### config.mk
export PLATFORM = sky130hd
export DESIGN_NAME = two_axis_dda_quadratic_ramp
export DESIGN_NICKNAME = d
export VERILOG_FILES = /design/src/hdl/ddaramp_pkg.sv /design/src/hdl/two_axis_dda_quadratic_ramp.sv
export SDC_FILE = /design/constraint.sdc
export NUM_CORES = 1
export LEC_CHECK = 0
export CORE_UTILIZATION = 37
export DETAILED_ROUTE_END_ITERATION = 6
export DONT_BUFFER_PORTS = 1
export SYNTH_ARGS = -nofsm -noshare
export SYNTH_HDL_FRONTEND = slang
export SYNTH_SLANG_ARGS = --single-unit
export TNS_END_PERCENT = 30
### constraint.sdc
create_clock -name clk -period 7.5 [get_ports clk]
set_input_delay 1.5 -clock clk [delete_from_list [all_inputs] [get_ports clk]]
set_output_delay 1.5 -clock clk [all_outputs]
set_load 0.1 [all_outputs]
### src/hdl/ddaramp_pkg.sv
package ddaramp_pkg;

	// Default widths of the step counts and of the periods.
	localparam int STEP_WIDTH_DEF   = 16;
	localparam int PERIOD_WIDTH_DEF = 16;

	// Register values after reset.
	localparam int PERIOD_MIN_RESET  = 500;
	localparam int PERIOD_MAX_RESET  = 7000;
	localparam int RAMP_LENGTH_RESET = 300;

	// Configuration register indexes.
	typedef logic [1:0] cfg_idx_t;
	localparam cfg_idx_t CFG_PERIOD_MIN  = 2'd0;
	localparam cfg_idx_t CFG_PERIOD_MAX  = 2'd1;
	localparam cfg_idx_t CFG_RAMP_LENGTH = 2'd2;

	// Input opcodes.
	localparam logic OP_LOAD = 1'b0;
	localparam logic OP_SLOT = 1'b1;

endpackage

### src/hdl/two_axis_dda_quadratic_ramp.sv
// Two-axis DDA line interpolator with a quadratic speed ramp.
//
// Input channel (in_valid/in_ready): opcode, x_count, y_count. A load
// (opcode 0) starts a move with the given step counts and answers a result
// whose fields are all zero. A slot request (opcode 1) answers one
// interpolation slot: the axis pulses, the wait after the slot and the
// last-slot flag. A slot request with no move running answers all zeros.
// Output channel (out_valid/out_ready) carries exactly one result per item.
// Configuration channel (cfg_valid/cfg_ready) is always ready; write it
// only while the block is idle.
//
// Loads, idle slots and cruise slots go from the setup state through the
// done state to the output register. A ramp slot runs, after setup, one
// bit-serial squaring pass over STEP_WIDTH bits and then a bit-serial
// scaled division with two steps per period bit, before the done state.
// One item is in work at a time; in_ready is high only while idle.
// The finished result sits in an output register, so a new item is taken
// while the receiver stalls; that item waits at the end if the register is
// still full. Reset clears the move, the output and restores the registers.
module two_axis_dda_quadratic_ramp
	import ddaramp_pkg::*;
#(
	parameter int STEP_WIDTH   = STEP_WIDTH_DEF,
	parameter int PERIOD_WIDTH = PERIOD_WIDTH_DEF
) (
	input  logic                    clk,
	input  logic                    arst_n,
	// Configuration writes
	input  logic                    cfg_valid,
	output logic                    cfg_ready,
	input  cfg_idx_t                cfg_index,
	input  logic [((STEP_WIDTH > PERIOD_WIDTH) ? STEP_WIDTH : PERIOD_WIDTH)-1:0] cfg_data,
	// Input items
	input  logic                    in_valid,
	output logic                    in_ready,
	input  logic                    opcode,
	input  logic [STEP_WIDTH-1:0]   x_count,
	input  logic [STEP_WIDTH-1:0]   y_count,
	// Result items
	output logic                    out_valid,
	input  logic                    out_ready,
	output logic                    slot_valid,
	output logic                    x_pulse,
	output logic                    y_pulse,
	output logic [PERIOD_WIDTH-1:0] slot_period,
	output logic                    last_slot
);

	localparam int SW   = STEP_WIDTH;
	localparam int PW   = PERIOD_WIDTH;
	localparam int DW   = 2 * SW;
	localparam int MAXW = (SW > PW) ? SW : PW;
	localparam int CW   = $clog2(MAXW);

	// Sequencer codes
	localparam logic [2:0] ST_IDLE  = 3'd0;
	localparam logic [2:0] ST_SETUP = 3'd1;
	localparam logic [2:0] ST_MUL   = 3'd2;
	localparam logic [2:0] ST_NPREP = 3'd3;
	localparam logic [2:0] ST_DIV   = 3'd4;
	localparam logic [2:0] ST_FIN   = 3'd5;
	localparam logic [2:0] ST_DONE  = 3'd6;

	logic [2:0]    state_q;

	// Configuration registers
	logic [PW-1:0] pmin_q;
	logic [PW-1:0] pmax_q;
	logic [SW-1:0] ramp_q;

	// Move state
	logic          active_q;
	logic [SW-1:0] idx_q;
	logic [SW-1:0] total_q;
	logic [SW-1:0] rused_q;
	logic [SW-1:0] xt_q;
	logic [SW-1:0] yt_q;
	logic [SW-1:0] xacc_q;
	logic [SW-1:0] yacc_q;

	// Captured item
	logic          op_q;
	logic [SW-1:0] xc_q;
	logic [SW-1:0] yc_q;

	// Pending result
	logic          res_valid_q;
	logic          res_xp_q;
	logic          res_yp_q;
	logic [PW-1:0] res_period_q;
	logic          res_last_q;

	// Serial arithmetic
	logic [CW-1:0] cnt_q;
	logic          first_q;
	logic          phase_q;
	logic [SW-1:0] mp_den_q;
	logic [SW-1:0] mp_sq_q;
	logic [DW-1:0] mc_den_q;
	logic [DW-1:0] mc_sq_q;
	logic [DW-1:0] den_q;
	logic [DW-1:0] sq_q;
	logic [DW-1:0] rem_q;
	logic [PW-1:0] quo_q;
	logic [PW-1:0] rng_q;

	// Load decode
	logic [SW-1:0] ld_total;
	logic [SW-1:0] ld_half;
	logic [SW-1:0] ld_ramp;
	logic          ld_clamp;

	// Slot decode
	logic [SW:0]   sum_x;
	logic [SW:0]   sum_y;
	logic [SW:0]   dif_x;
	logic [SW:0]   dif_y;
	logic          xp;
	logic          yp;
	logic [SW:0]   idx_p1;
	logic          last;
	logic          ramp_up;
	logic [SW:0]   ir_sum;
	logic          flat;
	logic [SW-1:0] kval;

	// Division step
	logic [DW:0]   r_dbl;
	logic [DW:0]   r_add;
	logic [DW:0]   r_in;
	logic [DW:0]   r_sub;
	logic          r_ge;
	logic [DW-1:0] r_nx;
	logic          out_free;

	assign cfg_ready = 1'b1;
	assign in_ready  = (state_q == ST_IDLE);
	assign out_free  = !out_valid || out_ready;

	// Ramp length for a new move: clamped to half the total, at least one when clamped on a non-empty move.
	always_comb begin
		ld_total = (xc_q > yc_q) ? xc_q : yc_q;
		ld_half  = ld_total >> 1;
		ld_clamp = {ramp_q, 1'b0} > {1'b0, ld_total};
		if (!ld_clamp) begin
			ld_ramp = ramp_q;
		end else if (ld_half == '0 && ld_total != '0) begin
			ld_ramp = SW'(1);
		end else begin
			ld_ramp = ld_half;
		end
	end

	// DDA accumulators, slot position and ramp phase.
	always_comb begin
		sum_x   = {1'b0, xacc_q} + {1'b0, xt_q};
		sum_y   = {1'b0, yacc_q} + {1'b0, yt_q};
		dif_x   = sum_x - {1'b0, total_q};
		dif_y   = sum_y - {1'b0, total_q};
		xp      = sum_x >= {1'b0, total_q};
		yp      = sum_y >= {1'b0, total_q};
		idx_p1  = {1'b0, idx_q} + (SW+1)'(1);
		last    = idx_p1 >= {1'b0, total_q};
		ramp_up = idx_q < rused_q;
		ir_sum  = {1'b0, idx_q} + {1'b0, rused_q};
		flat    = (!ramp_up && ir_sum < {1'b0, total_q}) || rused_q == '0 || pmin_q > pmax_q;
		kval    = ramp_up ? (rused_q - idx_q) : (total_q - idx_q);
	end

	// One restoring step of floor(range * n / den): the doubling step on
	// phase zero, the conditional add of n on phase one.
	always_comb begin
		r_dbl = {rem_q, 1'b0};
		r_add = {1'b0, rem_q} + (rng_q[PW-1] ? {1'b0, sq_q} : '0);
		r_in  = phase_q ? r_add : r_dbl;
		r_sub = r_in - {1'b0, den_q};
		r_ge  = r_in >= {1'b0, den_q};
		r_nx  = r_ge ? r_sub[DW-1:0] : r_in[DW-1:0];
	end

	// Configuration registers.
	always_ff @(posedge clk or negedge arst_n) begin
		if (!arst_n) begin
			pmin_q <= PW'(PERIOD_MIN_RESET);
			pmax_q <= PW'(PERIOD_MAX_RESET);
			ramp_q <= SW'(RAMP_LENGTH_RESET);
		end else if (cfg_valid) begin
			unique case (cfg_index)
				CFG_PERIOD_MIN:  pmin_q <= cfg_data[PW-1:0];
				CFG_PERIOD_MAX:  pmax_q <= cfg_data[PW-1:0];
				CFG_RAMP_LENGTH: ramp_q <= cfg_data[SW-1:0];
				default: ;
			endcase
		end
	end

	// Sequencer and move state.
	always_ff @(posedge clk or negedge arst_n) begin
		if (!arst_n) begin
			state_q  <= ST_IDLE;
			active_q <= 1'b0;
			idx_q    <= '0;
			total_q  <= '0;
			rused_q  <= '0;
			xt_q     <= '0;
			yt_q     <= '0;
			xacc_q   <= '0;
			yacc_q   <= '0;
		end else begin
			unique case (state_q)
				ST_IDLE: begin
					if (in_valid) begin
						state_q <= ST_SETUP;
					end
				end
				ST_SETUP: begin
					if (op_q == OP_LOAD) begin
						xt_q     <= xc_q;
						yt_q     <= yc_q;
						total_q  <= ld_total;
						rused_q  <= ld_ramp;
						idx_q    <= '0;
						xacc_q   <= '0;
						yacc_q   <= '0;
						active_q <= (ld_total != '0);
						state_q  <= ST_DONE;
					end else if (!active_q) begin
						state_q <= ST_DONE;
					end else begin
						xacc_q <= xp ? dif_x[SW-1:0] : sum_x[SW-1:0];
						yacc_q <= yp ? dif_y[SW-1:0] : sum_y[SW-1:0];
						idx_q  <= idx_p1[SW-1:0];
						if (last) begin
							active_q <= 1'b0;
						end
						state_q <= flat ? ST_DONE : ST_MUL;
					end
				end
				ST_MUL: begin
					if (cnt_q == CW'(SW - 1)) begin
						state_q <= ST_NPREP;
					end
				end
				ST_NPREP: begin
					state_q <= ST_DIV;
				end
				ST_DIV: begin
					if (phase_q && cnt_q == CW'(PW - 1)) begin
						state_q <= ST_FIN;
					end
				end
				ST_FIN: begin
					state_q <= ST_DONE;
				end
				ST_DONE: begin
					if (out_free) begin
						state_q <= ST_IDLE;
					end
				end
				default: begin
					state_q <= ST_IDLE;
				end
			endcase
		end
	end

	// Item capture, result fields and the serial datapath.
	always_ff @(posedge clk) begin
		if (in_ready && in_valid) begin
			op_q <= opcode;
			xc_q <= x_count;
			yc_q <= y_count;
		end

		unique case (state_q)
			ST_SETUP: begin
				res_valid_q  <= 1'b0;
				res_xp_q     <= 1'b0;
				res_yp_q     <= 1'b0;
				res_last_q   <= 1'b0;
				res_period_q <= '0;
				if (op_q == OP_SLOT && active_q) begin
					res_valid_q  <= 1'b1;
					res_xp_q     <= xp;
					res_yp_q     <= yp;
					res_last_q   <= last;
					res_period_q <= pmin_q;
				end
				// Operands of the two squarings and the range to scale.
				first_q  <= ramp_up;
				mp_den_q <= rused_q;
				mc_den_q <= DW'(rused_q);
				mp_sq_q  <= kval;
				mc_sq_q  <= DW'(kval);
				den_q    <= '0;
				sq_q     <= '0;
				rng_q    <= pmax_q - pmin_q;
				cnt_q    <= '0;
			end
			ST_MUL: begin
				// Shift-add squaring, one multiplier bit per cycle.
				if (mp_den_q[0]) begin
					den_q <= den_q + mc_den_q;
				end
				if (mp_sq_q[0]) begin
					sq_q <= sq_q + mc_sq_q;
				end
				mp_den_q <= mp_den_q >> 1;
				mp_sq_q  <= mp_sq_q >> 1;
				mc_den_q <= mc_den_q << 1;
				mc_sq_q  <= mc_sq_q << 1;
				cnt_q    <= cnt_q + CW'(1);
			end
			ST_NPREP: begin
				// On the way up the numerator is R*R minus the remaining square.
				if (first_q) begin
					sq_q <= den_q - sq_q;
				end
				rem_q   <= '0;
				quo_q   <= '0;
				phase_q <= 1'b0;
				cnt_q   <= '0;
			end
			ST_DIV: begin
				rem_q <= r_nx;
				if (phase_q) begin
					quo_q <= quo_q + PW'(r_ge);
					rng_q <= rng_q << 1;
					cnt_q <= cnt_q + CW'(1);
				end else begin
					quo_q <= {quo_q[PW-2:0], r_ge};
				end
				phase_q <= !phase_q;
			end
			ST_FIN: begin
				res_period_q <= pmax_q - quo_q;
			end
			default: ;
		endcase
	end

	// Output register: filled from the pending result when free.
	always_ff @(posedge clk or negedge arst_n) begin
		if (!arst_n) begin
			out_valid <= 1'b0;
		end else if (state_q == ST_DONE && out_free) begin
			out_valid <= 1'b1;
		end else if (out_ready) begin
			out_valid <= 1'b0;
		end
	end

	always_ff @(posedge clk) begin
		if (state_q == ST_DONE && out_free) begin
			slot_valid  <= res_valid_q;
			x_pulse     <= res_xp_q;
			y_pulse     <= res_yp_q;
			slot_period <= res_period_q;
			last_slot   <= res_last_q;
		end
	end

endmodule

==> impl_summary.txt, run 1 <==
----------------------------------------------------
[Outcome]
  Outcome ... completed

[Critical path]
  Required time worst endpoint ... a little under 8000 ps
  Crit path max fanout ... 17
  Critical path arrival ... around 7000 ps
  Kind of end point of the critical path ... flip-flop
  Worst Path Class, Setup ... reg2reg
  Worst setup path start ... rng_q[15]
  Worst Setup Start Kind ... flip-flop
  Worst r2r src ... rng_q[15]

[Final layout]
  Signed area change from the synthesized netlist to the final layout ... 9.31%
  Fin nets ... about 4100
  Count of filler cells inserted in the layout ... about 9300
  Fraction of layout instances using a drive strength above 1 ... under 10%
  Diodes inserted ... 0

[Detailed routing]
  Total routed wirelength ... approximately 90 mm
  Drt drc ... 0
  Number of iterations in the first detailed-routing pass ... 5
  Detail Route Antenna Nets ... 0
  Drt via density ... 5.40
  Iter 0 DRT Violations ... between 1500 and 2000
  Average wire per cell in the routed design ... around 18 µm
  Count of vias placed by the detailed router ... about 27000

[STA]
  Setup Viol. Count Final ... 0
  Highest clock rate ... about 0.15 GHz
  Post-route minimum period ... 6670 ps
  Setup repair after global routing missed its margin ... no
  Count of endpoints failing hold in the final timing report ... 0
  Setup TNS ... 0 ps
  Total count of max-transition violations in the final report ... 0
  Headroom to the max-slew limit ... about 23%
  Crit path setup slack, layout ... roughly 830 ps
  Least-Margin Pin Slew ... 1150 ps
  Max Clock Skew ... about 66 ps
  Portion of the clock cycle consumed by the worst path in the final layout ... 88.9%

[Synthesis]
  Number of enable flip-flop cells after synthesis ... ~300
  Total of flip-flops plus latches after synthesis ... 468
  Post-Synthesis Cells ... 3735
  Post-synthesis cell area ... about 35000 µm²
  Avg Synthesized Cell Area ... 9.33 µm²
  Share of Yosys cell area claimed by the top area cell type ... 26.1%
  Proportion of synthesized flip-flops having asynchronous set or reset ... around a third
  Seq/Total Area, Yosys ... between 30% and 40%
  Post-synth cell types ... 92
  Post-synth net total ... around 4200
  Most numerous cell in the Yosys netlist ... nand2_1
  Total of warnings raised by yosys ... 0
  Post-synthesis cell type with the largest combined area ... edfxtp_1
  Leading post-synthesis cells by instance count ... nand2_1, ha_1, edfxtp_1
  Most used DFF post-synth ... edfxtp_1
  Cells taking the most area after synthesis ... edfxtp_1, ha_1, dfrtp_1

[Clocking]
  TritonCTS clock tree ... yes
  Root buffer selected by CTS ... clkbuf_16
  Clock latency of the later-clocked register in the worst-skew pair ... ~640 ps
  TritonCTS Buffers ... 54
  Number of hold buffers added after cts ... 0
  Clock slew at reported path FFs ... 60 ps
  Sink Count ... roughly 470
  Number of H-tree branching levels ... 2
  Deepest clock path buffer count ... 3

[Global routing]
  Largest net degree at the start of global routing ... roughly 170
  Final global-route overflow total ... 0
  Number of global-route vias before repair ... between 20000 and 30000
  Overall Global Routing Usage ... a little under a fifth
  Initial antenna violation count ... 1
  Global-route wire length before repair ... around 150 mm

[Die]
  Die area ... approximately 95000 µm²
  Core ar. ... 93300 µm²
  Starting Density ... a little under two fifths
  Die boundary height ... about 310 µm
  Floorplan row count ... 112
  Die boundary width ... 309 µm
  # IOs ... between 70 and 80

[Power and ir drop]
  Power dissipated by switching net loads ... 1.41 mW
  Combinational group share of total power ... approximately 6.3%
  Sequential share of power ... 47.9%
  Switching Share ... roughly a quarter
  Worst supply voltage drop on vdd ... between 0.2 and 0.25 mV
  Static power due to leakage ... roughly 16 nW
  Clock network power share ... a little under half
  Power per unit of standard cell area ... 155 nW/µm²
  Cell Int Power ... about 4.5 mW

[Place]
  Worst setup slack after placement ... 630 ps
  HPWL after detailed placement ... around 70 mm
  Gpl congestion ... approximately 0.86
  PortBufs ... 0

[Run]
  Max-cap violation count ... 0

[Hold path]
  Source of the worst hold timing path ... res_yp_q
  Path type of the worst min-delay path ... reg2reg

----------------------------------------------------
-- layout make-up --
class	count	area (µm²)	area share, %
flip-flops and latches	468	13300	34.8
well taps	1254	1570	4.12
multi-input cells	2918	20300	53.4
clock buffers	64	1390	3.64
clock inverters	38	415	1.09
inverters	238	893	2.34
repair buffers	31	256	0.673
-- layout by cell type (no fill, tap or decap), types with 17 or more instances in the layout --
master,n
a211oi_1,37
a21o_1,132
a21oi_1,246
a31oi_1,18
and2_1,55
and3_1,68
buf_4,29
clkbuf_16,54
dfrtp_1,147
dfstp_2,17
edfxtp_1,303
ha_1,365
inv_1,236
mux2_2,58
mux2i_1,69
nand2_1,403
nand2b_1,48
nand3_1,100
nand4_1,29
nor2_1,277
nor2b_1,56
nor3_1,62
nor4_1,20
o211ai_1,22
o21a_1,46
o21ai_0,230
o21bai_1,24
o31ai_1,27
or3_1,24
xnor2_1,149
xor2_1,88
-- logic make-up after synthesis --
group	after synthesis	synth area share [%]
multiplexers	127	3.85
flip-flops	468	38.0
AO/OA/AOI/OAI	971	18.2
other	1	0.0108
AND/OR/NAND/NOR	1203	16.2
XOR/XNOR	237	5.95
buffers and inverters	349	3.86
adder cells (fa/ha/maj)	379	13.9
-- final timing paths --
check,slack [ps],cells after the start,end
max reg2reg,830,26,quo_q[9]
min,420,0,y_pulse
min reg2reg,420,0,y_pulse
min in group asynchronous,550,0,pmax_q[14]
max,830,26,quo_q[9]
max in group asynchronous,6630,0,yt_q[12]
-- stage by stage --
| step | hold slack, ps | instance area [µm²] | total power, mW | utilization (%) | std cells |
|---|---|---|---|---|---|
| floorplan | 400 | 34900 | 3.17 | - | 3735 |
| global placement | 402 | 36300 | 3.24 | 38.9 | 4908 |
| detailed placement | 405 | 36300 | 3.25 | 38.9 | 4908 |
| CTS | 419 | 38100 | 5.97 | 40.8 | 5010 |
| global route | 427 | 38100 | 6.12 | 40.8 | 5011 |
| finish | 416 | 38100 | 5.91 | 40.8 | 5011 |
-- timing repair --
item,in CTS,in global routing
endpoints found under the setup margin,0,2
setup buffers,0,1
resized for setup,0,0
endpoints found under the hold margin,0,0
-- power by group through the flow --
stage          logic, mW  registers (mW)  clock network (mW)
4_1_cts            0.367            2.83                2.77
3_5_place_dp       0.363            2.89                   0
5_1_grt            0.416            2.84                2.86
6_report           0.370            2.84                2.71
2_1_floorplan      0.301            2.86                   0
3_3_place_gp       0.357            2.88                   0
-- state kept, by name, summed over array words and instances (netlist names), 32 cells and up --
signal / cells
mc_sq_q: 32
sq_q: 32
rem_q: 32
mc_den_q: 32
den_q: 32
-- worst max-delay path, cell delays in order (launching register included) --
cell and delay (ps):
edfxtp_1 620, and2_1 250, ha_1 210, fa_1 400, a21o_1 180, a21oi_1 260, o21ai_0 250, a31o_2 310
a21oi_1 170, xnor2_1 80, mux2_2 280, ha_1 380, o21a_1 140, o21a_1 100, o21ai_0 90, o31a_1 400
o21ai_2 280, a21oi_1 160, o21ai_2 190, a21oi_2 90, inv_2 70, ha_1 330, nand2_1 140, nor3_1 520
nand3_1 170, o211ai_1 210, a21oi_1 90
-- routing by layer --
layer  vias up  wire, µm  track usage [%]
met5         -         0                0
met3       133      4520             2.32
met4         0      2850             6.24
li1      13500         -                -
met2       630     39400             29.5
met1     12800     45200             27.7
Note: power is estimated with default switching activity, not from simulation.
==> run 2, diff against run 1 <==
--- a/config.mk
+++ b/config.mk
@@ -5,6 +5,8 @@
 export SDC_FILE = /design/constraint.sdc
 export NUM_CORES = 1
 export LEC_CHECK = 0
+export ABC_CLOCK_PERIOD_IN_PS = 7500
+export CORE_ASPECT_RATIO = 0.5
 export CORE_UTILIZATION = 37
 export DETAILED_ROUTE_END_ITERATION = 6
 export DONT_BUFFER_PORTS = 1
==> run 2 against run 1 <==
- combinational power increased by 1%
- core utilization about the same
- critical path depth increased by 2
- register-to-register slack improved by 340 ps
- largest power group unchanged
==> impl_summary.txt, run 2 (synthesized netlist as in run 1, its figures left out) <==
----------------------------------------------------
[Global routing]
  Overall Global Routing Usage ... 19.8% (was 19.1%)
  Final global-route overflow total ... 0 (unchanged)
  Global-route wire length before repair ... 151 mm (was 145 mm)
  Global-route met2 utilization ... 32.6% (was 29.5%)
  Number of global-route vias before repair ... 26700 (was 26100)
  Global routing usage on met3 ... 2.39% (was 2.32%)
  Initial antenna violation count ... 1 (unchanged)
  Largest net degree at the start of global routing ... 166 (unchanged)
  GR met1 Demand/Resource ... 27.3% (was 27.7%)
  Most congested layer reported by global routing ... met2 (unchanged)

[STA]
  Setup Viol. Count Final ... 0 (unchanged)
  Setup repair after global routing missed its margin ... no (unchanged)
  Setup TNS ... 0 ps (unchanged)
  Max Clock Skew ... 50.0 ps (was 66.1 ps)
  Headroom to the max-slew limit ... 21.6% (was 22.9%)
  Count of endpoints failing hold in the final timing report ... 0 (unchanged)
  Least-Margin Pin Slew ... 1170 ps (was 1150 ps)
  Crit path setup slack, layout ... 1170 ps (was 832 ps)
  Portion of the clock cycle consumed by the worst path in the final layout ... 84.4% (was 88.9%)
  Post-route minimum period ... 6330 ps (was 6670 ps)
  Highest clock rate ... 0.158 GHz (was 0.150 GHz)
  Hold slack ... 413 ps (was 416 ps)
  Total count of max-transition violations in the final report ... 0 (unchanged)

[Power and ir drop]
  Switching Share ... 24.6% (was 23.8%)
  Sequential share of power ... 48.1% (was 47.9%)
  Power Total ... 5.88 mW (was 5.91 mW)
  Cell Int Power ... 4.44 mW (was 4.51 mW)
  Power per unit of standard cell area ... 155 nW/µm² (about the same)
  Worst supply voltage drop on vdd ... 0.183 mV (was 0.207 mV)
  Combinational group share of total power ... 6.4% (was 6.3%)
  Static power due to leakage ... 16.3 nW (about the same)
  Power dissipated by switching net loads ... 1.45 mW (was 1.41 mW)
  Clock network power share ... 45.5% (was 45.8%)

[Place]
  PortBufs ... 0 (unchanged)
  Instance count after placement with tap cells included ... 4906 (was 4908)
  Worst setup slack after placement ... 1190 ps (was 630 ps)
  HPWL after detailed placement ... 71.5 mm (was 69.8 mm)
  Gpl congestion ... 0.905 (was 0.862)

[Final layout]
  Signed area change from the synthesized netlist to the final layout ... 8.97% (was 9.31%)
  Post-Layout Cell Count ... 4998 (was 5011)
  Most frequent cells in the layout ... nand2_1, ha_1, edfxtp_1, nor2_1, a21oi_1 (unchanged)
  Diodes inserted ... 0 (unchanged)
  Leading cell type in the layout, fill and taps excluded ... nand2_1 (unchanged)
  Fraction of layout instances using a drive strength above 1 ... 6.84% (was 6.95%)
  Count of filler cells inserted in the layout ... 9112 (was 9270)
  Fin nets ... 4137 (was 4146)

[Detailed routing]
  Drt via density ... 5.53 (was 5.40)
  Iter 0 DRT Violations ... 2113 (was 1828)
  Detail Route Antenna Nets ... 0 (unchanged)
  Drt drc ... 0 (unchanged)
  Total routed wirelength ... 95.5 mm (was 92.0 mm)
  Count of vias placed by the detailed router ... 27600 (was 27000)
  Number of iterations in the first detailed-routing pass ... 6 (was 5)
  Average wire per cell in the routed design ... 19.1 µm (was 18.4 µm)

[Critical path]
  Crit path max fanout ... 31 (was 17)
  Delay of the slowest cell on the worst path ... 510 ps (was 620 ps)
  Required time worst endpoint ... 7830 ps (was 7850 ps)
  Worst Setup Start Kind ... flip-flop (unchanged)
  Cell at the slowest stage of the critical path ... nor3_1 (was edfxtp_1)
  Critical path arrival ... 6660 ps (was 7020 ps)
  Worst Path Class, Setup ... reg2reg (unchanged)
  Combined buffer and inverter count along the critical path ... 2 (was 1)
  CP top delay family ... compound AO/OA/AOI/OAI gates (unchanged)
  Kind of end point of the critical path ... flip-flop (unchanged)

[Die]
  Die area ... 95500 µm² (about the same)
  Die boundary width ... 436 µm (was 309 µm)
  Starting Density ... 37.4% (about the same)
  Die boundary height ... 219 µm (was 309 µm)
  # IOs ... 79 (unchanged)
  Core ar. ... 93100 µm² (was 93300 µm²)
  Floorplan row count ... 79 (was 112)

[Clocking]
  Count of buffers added by post-CTS timing repair for setup ... 0 (unchanged)
  Number of resized instances in the post-cts repair step ... 0 (unchanged)
  Clock slew at reported path FFs ... 70 ps (was 60 ps)
  Deepest clock path buffer count ... 3 (unchanged)
  TritonCTS clock tree ... yes (unchanged)
  Root buffer selected by CTS ... clkbuf_16 (unchanged)
  Sink Count ... 468 (unchanged)
  TritonCTS Buffers ... 49 (was 54)
  Clock latency of the later-clocked register in the worst-skew pair ... 660 ps (was 640 ps)
  Number of hold buffers added after cts ... 0 (unchanged)
  Number of H-tree branching levels ... 2 (unchanged)

[Outcome]
  Outcome ... completed (unchanged)

[Hold path]
  Path type of the worst min-delay path ... reg2reg (unchanged)

[Run]
  Max-cap violation count ... 0 (unchanged)

----------------------------------------------------
-- run 2: cell types whose count changed in the layout (fill, tap and decap cells not counted), sizes merged --
cell      delta
buf          -4
clkbuf       -8
clkinvlp     -1
inv          +1
clkinv       -3
bufinv       +1
-- run 2: worst paths after layout --
check	start	to	slack, ps	depth (start not counted)
worst max-delay path	rng_q[15]	quo_q[9]	1170	28
worst min-delay path	res_yp_q	y_pulse	410	0
worst max register to register	rng_q[15]	quo_q[9]	1170	28
worst min register to register	res_yp_q	y_pulse	410	0
max in group asynchronous	arst_n	pmin_q[4]	6500	0
min in group asynchronous	arst_n	idx_q[13]	570	0
-- run 2: power groups by stage --
stage          clock network [mW]  registers, mW  logic, mW
3_3_place_gp                    0           2.88      0.356
2_1_floorplan                   0           2.86      0.301
5_1_grt                      2.83           2.83      0.423
3_5_place_dp                    0           2.88      0.365
6_report                     2.68           2.83      0.374
4_1_cts                      2.73           2.83      0.371
-- run 2: worst reg2reg max path: cells and delay by family (launching register included) --
family	cells	cell delay, ps
AO/OA/AOI/OAI	13	2670
XOR/XNOR	1	150
adder cells (fa/ha/maj)	3	820
buffers and inverters	2	300
flip-flops	1	370
multiplexers	1	270
AND/OR/NAND/NOR	8	1460
-- run 2: per-stage QoR --
stage                     area (µm²)  utilization [%]
after global routing           38000             40.8
after detailed placement       36300             39.0
final                          38000             40.8
after CTS                      38000             40.8
after global placement         36300             39.0
after floorplan                34900                -
-- run 2: final cells by class --
class,count,area [µm²],area share (%)
clock buffer,56,1260,3.32
timing repair buffer,27,223,0.586
inverter,238,893,2.35
multi-input combinational,2918,20300,53.5
sequential,468,13200,34.9
tap,1255,1570,4.13
clock inverter,36,455,1.20
-- run 2: per-layer routing --
layer,share of wire (%),wire length (µm),vias up
li1,-,-,13500
met1,48,45500,13400
met2,45,43500,606
met3,4.4,4190,125
met4,2.5,2350,0
met5,0,0,-
